`config.mk`:
```
export PLATFORM = sky130hd
export DESIGN_NAME = trim_slew_limiter_dac_packer
export DESIGN_NICKNAME = d
export VERILOG_FILES = /design/src/design/tslp_pkg.sv /design/src/design/trim_slew_limiter_dac_packer.sv /design/src/design/tslp_calc.sv
export SDC_FILE = /design/constraint.sdc
export NUM_CORES = 1
export LEC_CHECK = 0
export ABC_AREA = 1
export BUFFER_PORTS_ARGS = -buffer_cell sky130_fd_sc_hd__buf_2
export CAP_MARGIN = 30
export CORE_MARGIN = 8
export CORE_UTILIZATION = 55
export CTS_CLUSTER_DIAMETER = 100
export DETAILED_ROUTE_END_ITERATION = 6
export GPL_TIMING_DRIVEN = 1
export PLACE_DENSITY = 0.82
export REMOVE_ABC_BUFFERS = 1
export SYNTH_ARGS = -nofsm -noshare
export SYNTH_HDL_FRONTEND = slang
export SYNTH_HIERARCHICAL = 1
export SYNTH_SLANG_ARGS = --single-unit
```
`constraint.sdc`:
```
create_clock -name clk_i -period 15.4 [get_ports clk_i]
set_clock_uncertainty 0.05 [all_clocks]
set_input_delay 3.08 -clock clk_i [delete_from_list [all_inputs] [get_ports clk_i]]
set_output_delay 3.08 -clock clk_i [all_outputs]
set_load 0.005 [all_outputs]
```
`src/design/tslp_pkg.sv`:
```
// Shared types and constants for the trim slew limiter and DAC packer.
// No dependencies; used by tslp_calc and trim_slew_limiter_dac_packer.
package tslp_pkg;

  localparam int unsigned PosW  = 12;
  localparam int unsigned DacW  = 16;
  localparam int unsigned FldW  = 16;

  localparam logic [PosW-1:0] MidPos    = 12'd2048;
  localparam logic [PosW-1:0] MaxPos    = 12'd4095;
  localparam logic [PosW-1:0] SlewReset = 12'd20;
  localparam logic [DacW-1:0] DacTag    = 16'h9000;

  typedef enum logic {
    OP_UPDATE  = 1'b0,
    OP_RELEASE = 1'b1
  } op_e;

  typedef enum logic {
    CFG_SIDESTICK = 1'b0,
    CFG_SLEW      = 1'b1
  } cfg_idx_e;

  typedef struct packed {
    logic [PosW-1:0] speed;
    logic [PosW-1:0] pitch;
    logic [PosW-1:0] roll;
    logic [PosW-1:0] yaw;
  } pos_t;

  typedef struct packed {
    logic [PosW-1:0] speed_trim;
    logic [PosW-1:0] pitch_trim;
    logic [PosW-1:0] roll_trim;
    logic [PosW-1:0] yaw_trim;
    logic [DacW-1:0] dac_word_a;
    logic [DacW-1:0] dac_word_b;
    logic [DacW-1:0] dac_word_c;
    logic [DacW-1:0] dac_word_d;
  } res_t;

endpackage

```
`src/design/trim_slew_limiter_dac_packer.sv`:
```
// Top level of the four-channel trim generator with slew limiting and DAC packing.
// Depends on tslp_pkg and tslp_calc.
//
// One beat is accepted every clock cycle when the output side keeps up. A beat
// is held in an input register, passes through one combinational step that
// scales, slew-limits and clamps all four channels, and moves into the result
// register once the output side is free; the result is offered from there.
// The stored trim positions are updated as a beat moves into the result
// register, so the next beat already sees them. A release beat returns
// midpoint words and leaves the positions untouched. Configuration writes
// take effect at once and are to be made only while no beat is in flight.
module trim_slew_limiter_dac_packer (
  input  logic                               clk_i,
  input  logic                               rst_ni,
  input  logic                               in_valid_i,
  output logic                               in_stall_o,
  input  logic                               op_i,
  input  logic signed [tslp_pkg::FldW-1:0]   airspeed_i,
  input  logic signed [tslp_pkg::FldW-1:0]   pitch_cmd_i,
  input  logic signed [tslp_pkg::FldW-1:0]   roll_cmd_i,
  input  logic signed [tslp_pkg::FldW-1:0]   yaw_cmd_i,
  output logic                               out_valid_o,
  input  logic                               out_stall_i,
  output logic [tslp_pkg::PosW-1:0]          speed_trim_o,
  output logic [tslp_pkg::PosW-1:0]          pitch_trim_o,
  output logic [tslp_pkg::PosW-1:0]          roll_trim_o,
  output logic [tslp_pkg::PosW-1:0]          yaw_trim_o,
  output logic [tslp_pkg::DacW-1:0]          dac_word_a_o,
  output logic [tslp_pkg::DacW-1:0]          dac_word_b_o,
  output logic [tslp_pkg::DacW-1:0]          dac_word_c_o,
  output logic [tslp_pkg::DacW-1:0]          dac_word_d_o,
  input  logic                               cfg_we_i,
  input  logic                               cfg_idx_i,
  input  logic [tslp_pkg::PosW-1:0]          cfg_data_i
);

  logic                             in_valid_q;
  tslp_pkg::op_e                    in_op_q;
  logic signed [tslp_pkg::FldW-1:0] airspeed_q, pitch_cmd_q, roll_cmd_q, yaw_cmd_q;
  logic                             out_valid_q;
  tslp_pkg::res_t                   out_q;
  tslp_pkg::pos_t                   pos_q;
  logic                             sidestick_q;
  logic [tslp_pkg::PosW-1:0]        slew_q;

  tslp_pkg::pos_t                   pos_d;
  tslp_pkg::res_t                   res_d;
  logic                             out_free;
  logic                             move;
  logic                             in_accept;
  tslp_pkg::cfg_idx_e               cfg_idx;

  assign out_free   = !out_valid_q || !out_stall_i;
  assign move       = in_valid_q && out_free;
  assign in_stall_o = in_valid_q && !out_free;
  assign in_accept  = in_valid_i && !in_stall_o;
  assign cfg_idx    = tslp_pkg::cfg_idx_e'(cfg_idx_i);

  tslp_calc u_calc (
    .op_i        (in_op_q),
    .airspeed_i  (airspeed_q),
    .pitch_cmd_i (pitch_cmd_q),
    .roll_cmd_i  (roll_cmd_q),
    .yaw_cmd_i   (yaw_cmd_q),
    .sidestick_i (sidestick_q),
    .slew_i      (slew_q),
    .pos_i       (pos_q),
    .pos_o       (pos_d),
    .res_o       (res_d)
  );

  always_ff @(posedge clk_i or negedge rst_ni) begin
    if (!rst_ni) begin
      in_valid_q  <= 1'b0;
      out_valid_q <= 1'b0;
      pos_q       <= '{tslp_pkg::MidPos, tslp_pkg::MidPos, tslp_pkg::MidPos,
                       tslp_pkg::MidPos};
      sidestick_q <= 1'b0;
      slew_q      <= tslp_pkg::SlewReset;
    end else begin
      if (in_accept) begin
        in_valid_q <= 1'b1;
      end else if (move) begin
        in_valid_q <= 1'b0;
      end
      if (move) begin
        out_valid_q <= 1'b1;
        pos_q       <= pos_d;
      end else if (out_free) begin
        out_valid_q <= 1'b0;
      end
      if (cfg_we_i) begin
        unique case (cfg_idx)
          tslp_pkg::CFG_SIDESTICK: sidestick_q <= cfg_data_i[0];
          tslp_pkg::CFG_SLEW:      slew_q      <= cfg_data_i;
          default:                 slew_q      <= slew_q;
        endcase
      end
    end
  end

  always_ff @(posedge clk_i) begin
    if (in_accept) begin
      in_op_q     <= tslp_pkg::op_e'(op_i);
      airspeed_q  <= airspeed_i;
      pitch_cmd_q <= pitch_cmd_i;
      roll_cmd_q  <= roll_cmd_i;
      yaw_cmd_q   <= yaw_cmd_i;
    end
    if (move) begin
      out_q <= res_d;
    end
  end

  assign out_valid_o  = out_valid_q;
  assign speed_trim_o = out_q.speed_trim;
  assign pitch_trim_o = out_q.pitch_trim;
  assign roll_trim_o  = out_q.roll_trim;
  assign yaw_trim_o   = out_q.yaw_trim;
  assign dac_word_a_o = out_q.dac_word_a;
  assign dac_word_b_o = out_q.dac_word_b;
  assign dac_word_c_o = out_q.dac_word_c;
  assign dac_word_d_o = out_q.dac_word_d;

  // A release beat must leave every stored position as it was.
  a_release_keeps_pos: assert property (@(posedge clk_i) disable iff (!rst_ni)
    move && (in_op_q == tslp_pkg::OP_RELEASE) |=> pos_q == $past(pos_q))
    else $error("release beat changed a trim position");

  // The input side stalls only behind a held, stalled result.
  a_stall_cause: assert property (@(posedge clk_i) disable iff (!rst_ni)
    in_stall_o |-> in_valid_q && out_valid_q && out_stall_i)
    else $error("input stalled without a stalled result");

  // The airspeed trim never drops below the midpoint.
  a_speed_floor: assert property (@(posedge clk_i) disable iff (!rst_ni)
    out_valid_q |-> out_q.speed_trim >= tslp_pkg::MidPos)
    else $error("speed trim below midpoint");

endmodule

```
`src/design/tslp_calc.sv`:
```
// Single-pass trim calculation: scaling, slew limiting, clamping and DAC packing.
// Depends on tslp_pkg.
module tslp_calc (
  input  tslp_pkg::op_e                       op_i,
  input  logic signed [tslp_pkg::FldW-1:0]    airspeed_i,
  input  logic signed [tslp_pkg::FldW-1:0]    pitch_cmd_i,
  input  logic signed [tslp_pkg::FldW-1:0]    roll_cmd_i,
  input  logic signed [tslp_pkg::FldW-1:0]    yaw_cmd_i,
  input  logic                                sidestick_i,
  input  logic [tslp_pkg::PosW-1:0]           slew_i,
  input  tslp_pkg::pos_t                      pos_i,
  output tslp_pkg::pos_t                      pos_o,
  output tslp_pkg::res_t                      res_o
);

  localparam int unsigned TgtW = 19;
  localparam logic [23:0] SpeedRecip = 24'd8589935;

  function automatic logic signed [12:0] div8(input logic signed [15:0] q);
    logic signed [16:0] t;
    t = {q[15], q} + (q[15] ? 17'sd7 : 17'sd0);
    return t[15:3];
  endfunction

  function automatic logic [11:0] limit_clamp(input logic signed [TgtW-1:0] t,
                                              input logic [11:0] p,
                                              input logic [11:0] s,
                                              input logic signed [TgtW-1:0] lo);
    logic signed [TgtW-1:0] hi_b;
    logic signed [TgtW-1:0] lo_b;
    logic signed [TgtW-1:0] r;
    hi_b = $signed({7'd0, p}) + $signed({7'd0, s});
    lo_b = $signed({7'd0, p}) - $signed({7'd0, s});
    if (t > hi_b) begin
      r = hi_b;
    end else if (t < lo_b) begin
      r = lo_b;
    end else begin
      r = t;
    end
    if (r < lo) begin
      r = lo;
    end else if (r > $signed({7'd0, tslp_pkg::MaxPos})) begin
      r = $signed({7'd0, tslp_pkg::MaxPos});
    end
    return r[11:0];
  endfunction

  function automatic logic [15:0] dac(input logic [11:0] p);
    return tslp_pkg::DacTag | {4'd0, tslp_pkg::MaxPos - p};
  endfunction

  logic signed [tslp_pkg::FldW-1:0] vq, eq, aq, rq;
  logic [15:0]                      vmag;
  logic [39:0]                      vprod;
  logic [15:0]                      vquo;
  logic signed [TgtW-1:0]           vt, et, at, rt, mid;
  tslp_pkg::pos_t                   upd;
  tslp_pkg::pos_t                   shown;

  always_comb begin
    vq = sidestick_i ? '0 : airspeed_i;
    eq = sidestick_i ? '0 : pitch_cmd_i;
    aq = sidestick_i ? '0 : roll_cmd_i;
    rq = sidestick_i ? '0 : yaw_cmd_i;

    // Magnitude times 128/125 by a scaled reciprocal, then the sign restored.
    vmag  = vq[15] ? (~vq + 16'd1) : vq;
    vprod = {24'd0, vmag} * {16'd0, SpeedRecip};
    vquo  = vprod[38:23];

    mid = $signed({7'd0, tslp_pkg::MidPos});
    vt  = vq[15] ? (mid - $signed({3'd0, vquo})) : (mid + $signed({3'd0, vquo}));
    et  = mid + TgtW'(div8(eq));
    at  = mid + TgtW'(div8(aq));
    rt  = mid + TgtW'(div8(rq));

    upd.speed = limit_clamp(vt, pos_i.speed, slew_i, mid);
    upd.pitch = limit_clamp(et, pos_i.pitch, slew_i, '0);
    upd.roll  = limit_clamp(at, pos_i.roll,  slew_i, '0);
    upd.yaw   = limit_clamp(rt, pos_i.yaw,   slew_i, '0);

    if (op_i == tslp_pkg::OP_RELEASE) begin
      pos_o = pos_i;
      shown = '{tslp_pkg::MidPos, tslp_pkg::MidPos, tslp_pkg::MidPos, tslp_pkg::MidPos};
    end else begin
      pos_o = upd;
      shown = upd;
    end

    res_o.speed_trim = shown.speed;
    res_o.pitch_trim = shown.pitch;
    res_o.roll_trim  = shown.roll;
    res_o.yaw_trim   = shown.yaw;
    res_o.dac_word_a = dac(shown.yaw);
    res_o.dac_word_b = dac(shown.speed);
    res_o.dac_word_c = dac(shown.pitch);
    res_o.dac_word_d = dac(shown.roll);
  end

endmodule

```
==> flow_metrics.env <==
export IMPL_first_pass_iters=6
export IMPL_synthToLayoutAreaGrowth_pct=9.439
export IMPL_synth_top_area_share_pct=21.62
export IMPL_cts_num_sinks=240
export IMPL_finalHoldViolCount=0
export IMPL_r2r_cells=52
export IMPL_period_share_pct=76.23
export IMPL_syn_avg_cell_area_sq_um=8.139
export IMPL_critPathArrivalTime_ns=12.16
export IMPL_ys_async_sr_fraction_pct=26.25
export IMPL_rsz0062_at_grt="no"
export IMPL_synth_most_common_cell="nand2_1"
export IMPL_setup_tns_ns=0
export IMPL_hpwl_um=49860
export IMPL_drtIter0Drc=1752
export IMPL_drtAntennaViolNets=0
export IMPL_via_per_inst=5.317
export IMPL_crit_type="register to register"
export IMPL_io_pins=197
export IMPL_cts_path_max_buffers=3
export IMPL_max_slew_margin_rel_pct=36.30
export IMPL_post_cts_buffers=0
export IMPL_synthCells=3021
export IMPL_regArea_sq_um=6900
export IMPL_final_cells=3818
export IMPL_place_gp_congestion=0.9621
export IMPL_htreeDepth=1
export IMPL_nets=3768
export IMPL_required_ns=15.82
export IMPL_port_buffers=196
export IMPL_gr_total_overflow=0
export IMPL_whs_path_depth=2
export IMPL_crit_top_cell="nand2_1"
export IMPL_maxCapViolations=0
export IMPL_hold_class="register to register"
export IMPL_ys_ff_latch=240
export IMPL_synthTopCellsByArea="edfxtp_1 (22%), ha_1 (19%), nand2_1 (11%)"
export IMPL_grt_pass1_wl_um=98990
export IMPL_layout_drive_gt1_share_pct=10.82
export IMPL_n_fill_cell=3817
export IMPL_numCtsBuffers=26
export IMPL_crit_family="adder cells"
export IMPL_setup_worst_path_start_class="register"
export IMPL_core_sq_um=44220
export IMPL_wl_um=62210
export IMPL_rows=77
export IMPL_dr_total_vias=20300
export IMPL_dieArea_sq_um=51730
export IMPL_ys_warn_count=6
export IMPL_outcome="complete, no violations"
export IMPL_syn_area_sq_um=24590
export IMPL_antenna_found_initial=0
export IMPL_die_h_um=227.4
export IMPL_crit_cells=52
export IMPL_crit_slowest_cell="inv_1"
export IMPL_synth_area_leader_cell="edfxtp_1"
export IMPL_max_freq_ghz=0.08519
export IMPL_postLayoutCoreUtil_pct=60.85
export IMPL_synthTopCellsByCount="nand2_1 (689), inv_1 (540), ha_1 (374)"
export IMPL_drv_slew=0
export IMPL_slowest_delay_ns=0.71
export IMPL_wl_per_cell_um=16.29
export IMPL_worst_path_buf_inv=10
export IMPL_multi_input_area_sq_um=15210
export IMPL_placed_cells=3770
export IMPL_worst_pin_slew_ns=0.9544
export IMPL_clk_pin_slew_ns=0.06
export IMPL_grt_max_degree=71
export IMPL_die_w_um=227.4
export IMPL_ys_seq_area_share_pct=28.06
export IMPL_cts_tree="yes"
export IMPL_clock_tree_root_cell="clkbuf_16"
export IMPL_diodes=0
export IMPL_start_util_pct=55.60
export IMPL_synth_distinct_cells=58
export IMPL_track_usage_pct=23.64
export IMPL_period_minus_slack_ns=11.74
export IMPL_end_kind="register"
export IMPL_ctsHoldBuffers=0
export IMPL_clock_latency_ns=0.55
export IMPL_ys_flop_type="edfxtp_1"
export IMPL_drc=0
export IMPL_synth_edf_count=177
export IMPL_setup_viol=0
export IMPL_post_cts_resized=0
export IMPL_grt_pass1_vias=19550
export IMPL_worst_path_max_fanout=29
## sequential cells by signal, summed over array words and instances (netlist names), 12 cells and up
signal / count
roll_cmd_q: 16
airspeed_q: 16
yaw_trim_o: 12
pitch_cmd_q: 16
speed_trim_o: 12
dac_word_b_o: 16
pos_q: 48
dac_word_c_o: 16
roll_trim_o: 12
dac_word_d_o: 16
yaw_cmd_q: 16
pitch_trim_o: 12
dac_word_a_o: 16
slew_q: 12
## tightest hold or removal path, delay by kind of cell (launching register included)
kind | cells | cell delay, ns
AND/OR/NAND/NOR | 2 | 0.10
flip-flops | 1 | 0.38
## stage by stage
step	setup slack [ns]	hold slack (ns)	instance area, sq um
finish	3.661	0.4379	26910
global route	2.748	0.4440	26910
CTS	3.715	0.4352	26910
detailed placement	3.778	0.4284	26050
global placement	4.052	0.4188	26050
floorplan	4.948	0.4100	24220
## area by class of cell
class	count	area share [%]
Clock buffer	33	2.711
Clock inverter	15	0.4929
Inverter	559	7.835
Multi-Input combinational cell	2169	56.53
Sequential cell	240	25.64
Tap cell	592	2.753
Timing Repair Buffer	210	4.036
## routing by layer
layer / routed length, um / vias up / track usage, % / share of wire [%]
li1: - / 10110 / - / -
met1: 27970 / 9425 / 32.65 / 45
met2: 28210 / 666 / 38.57 / 45
met3: 4432 / 102 / 3.581 / 7.1
met4: 1604 / 0 / 6.209 / 2.6
met5: 0 / - / 0 / 0
## logic make-up after synthesis
kind of cell	count (synthesis)	share of synthesized area, %
other	2	0.03054
AO/OA/AOI/OAI	417	9.912
XOR/XNOR	109	3.944
flip-flops	240	28.06
adder cells (fa/ha/maj)	479	27.58
buffers and inverters	628	10.32
AND/OR/NAND/NOR	1146	20.16
## placed cells by master, fill, tap and decap left out, types with 28 or more instances in the layout
master | Yosys | layout
a21oi_1 | 175 | 175
buf_2 | 17 | 196
clkbuf_16 | 0 | 28
dfrtp_1 | 57 | 56
edfxtp_1 | 177 | 177
fa_1 | 105 | 105
ha_1 | 374 | 374
inv_1 | 540 | 538
nand2_1 | 689 | 689
nand3_1 | 152 | 152
nor2_1 | 188 | 188
o21ai_0 | 107 | 107
o21bai_1 | 33 | 33
xor2_1 | 91 | 91
## final timing paths
kind / from / to / slack [ns]
min in group asynchronous: rst_ni / pos_q[13]$_DFFE_PN0P_ / 2.66
max in group asynchronous: rst_ni / in_valid_q$_DFFE_PN0P_ / 11.97
max reg2reg: sidestick_q$_DFFE_PN0P_ / pos_q[36]$_DFFE_PN0P_ / 3.66
max: sidestick_q$_DFFE_PN0P_ / pos_q[36]$_DFFE_PN0P_ / 3.66
min: pos_q[35]$_DFFE_PN1P_ / pos_q[35]$_DFFE_PN1P_ / 0.44
min reg2reg: pos_q[35]$_DFFE_PN1P_ / pos_q[35]$_DFFE_PN1P_ / 0.44
Power is not shown: default switching activity piles up to over one toggle a cycle in this logic, so the estimate is an artifact.
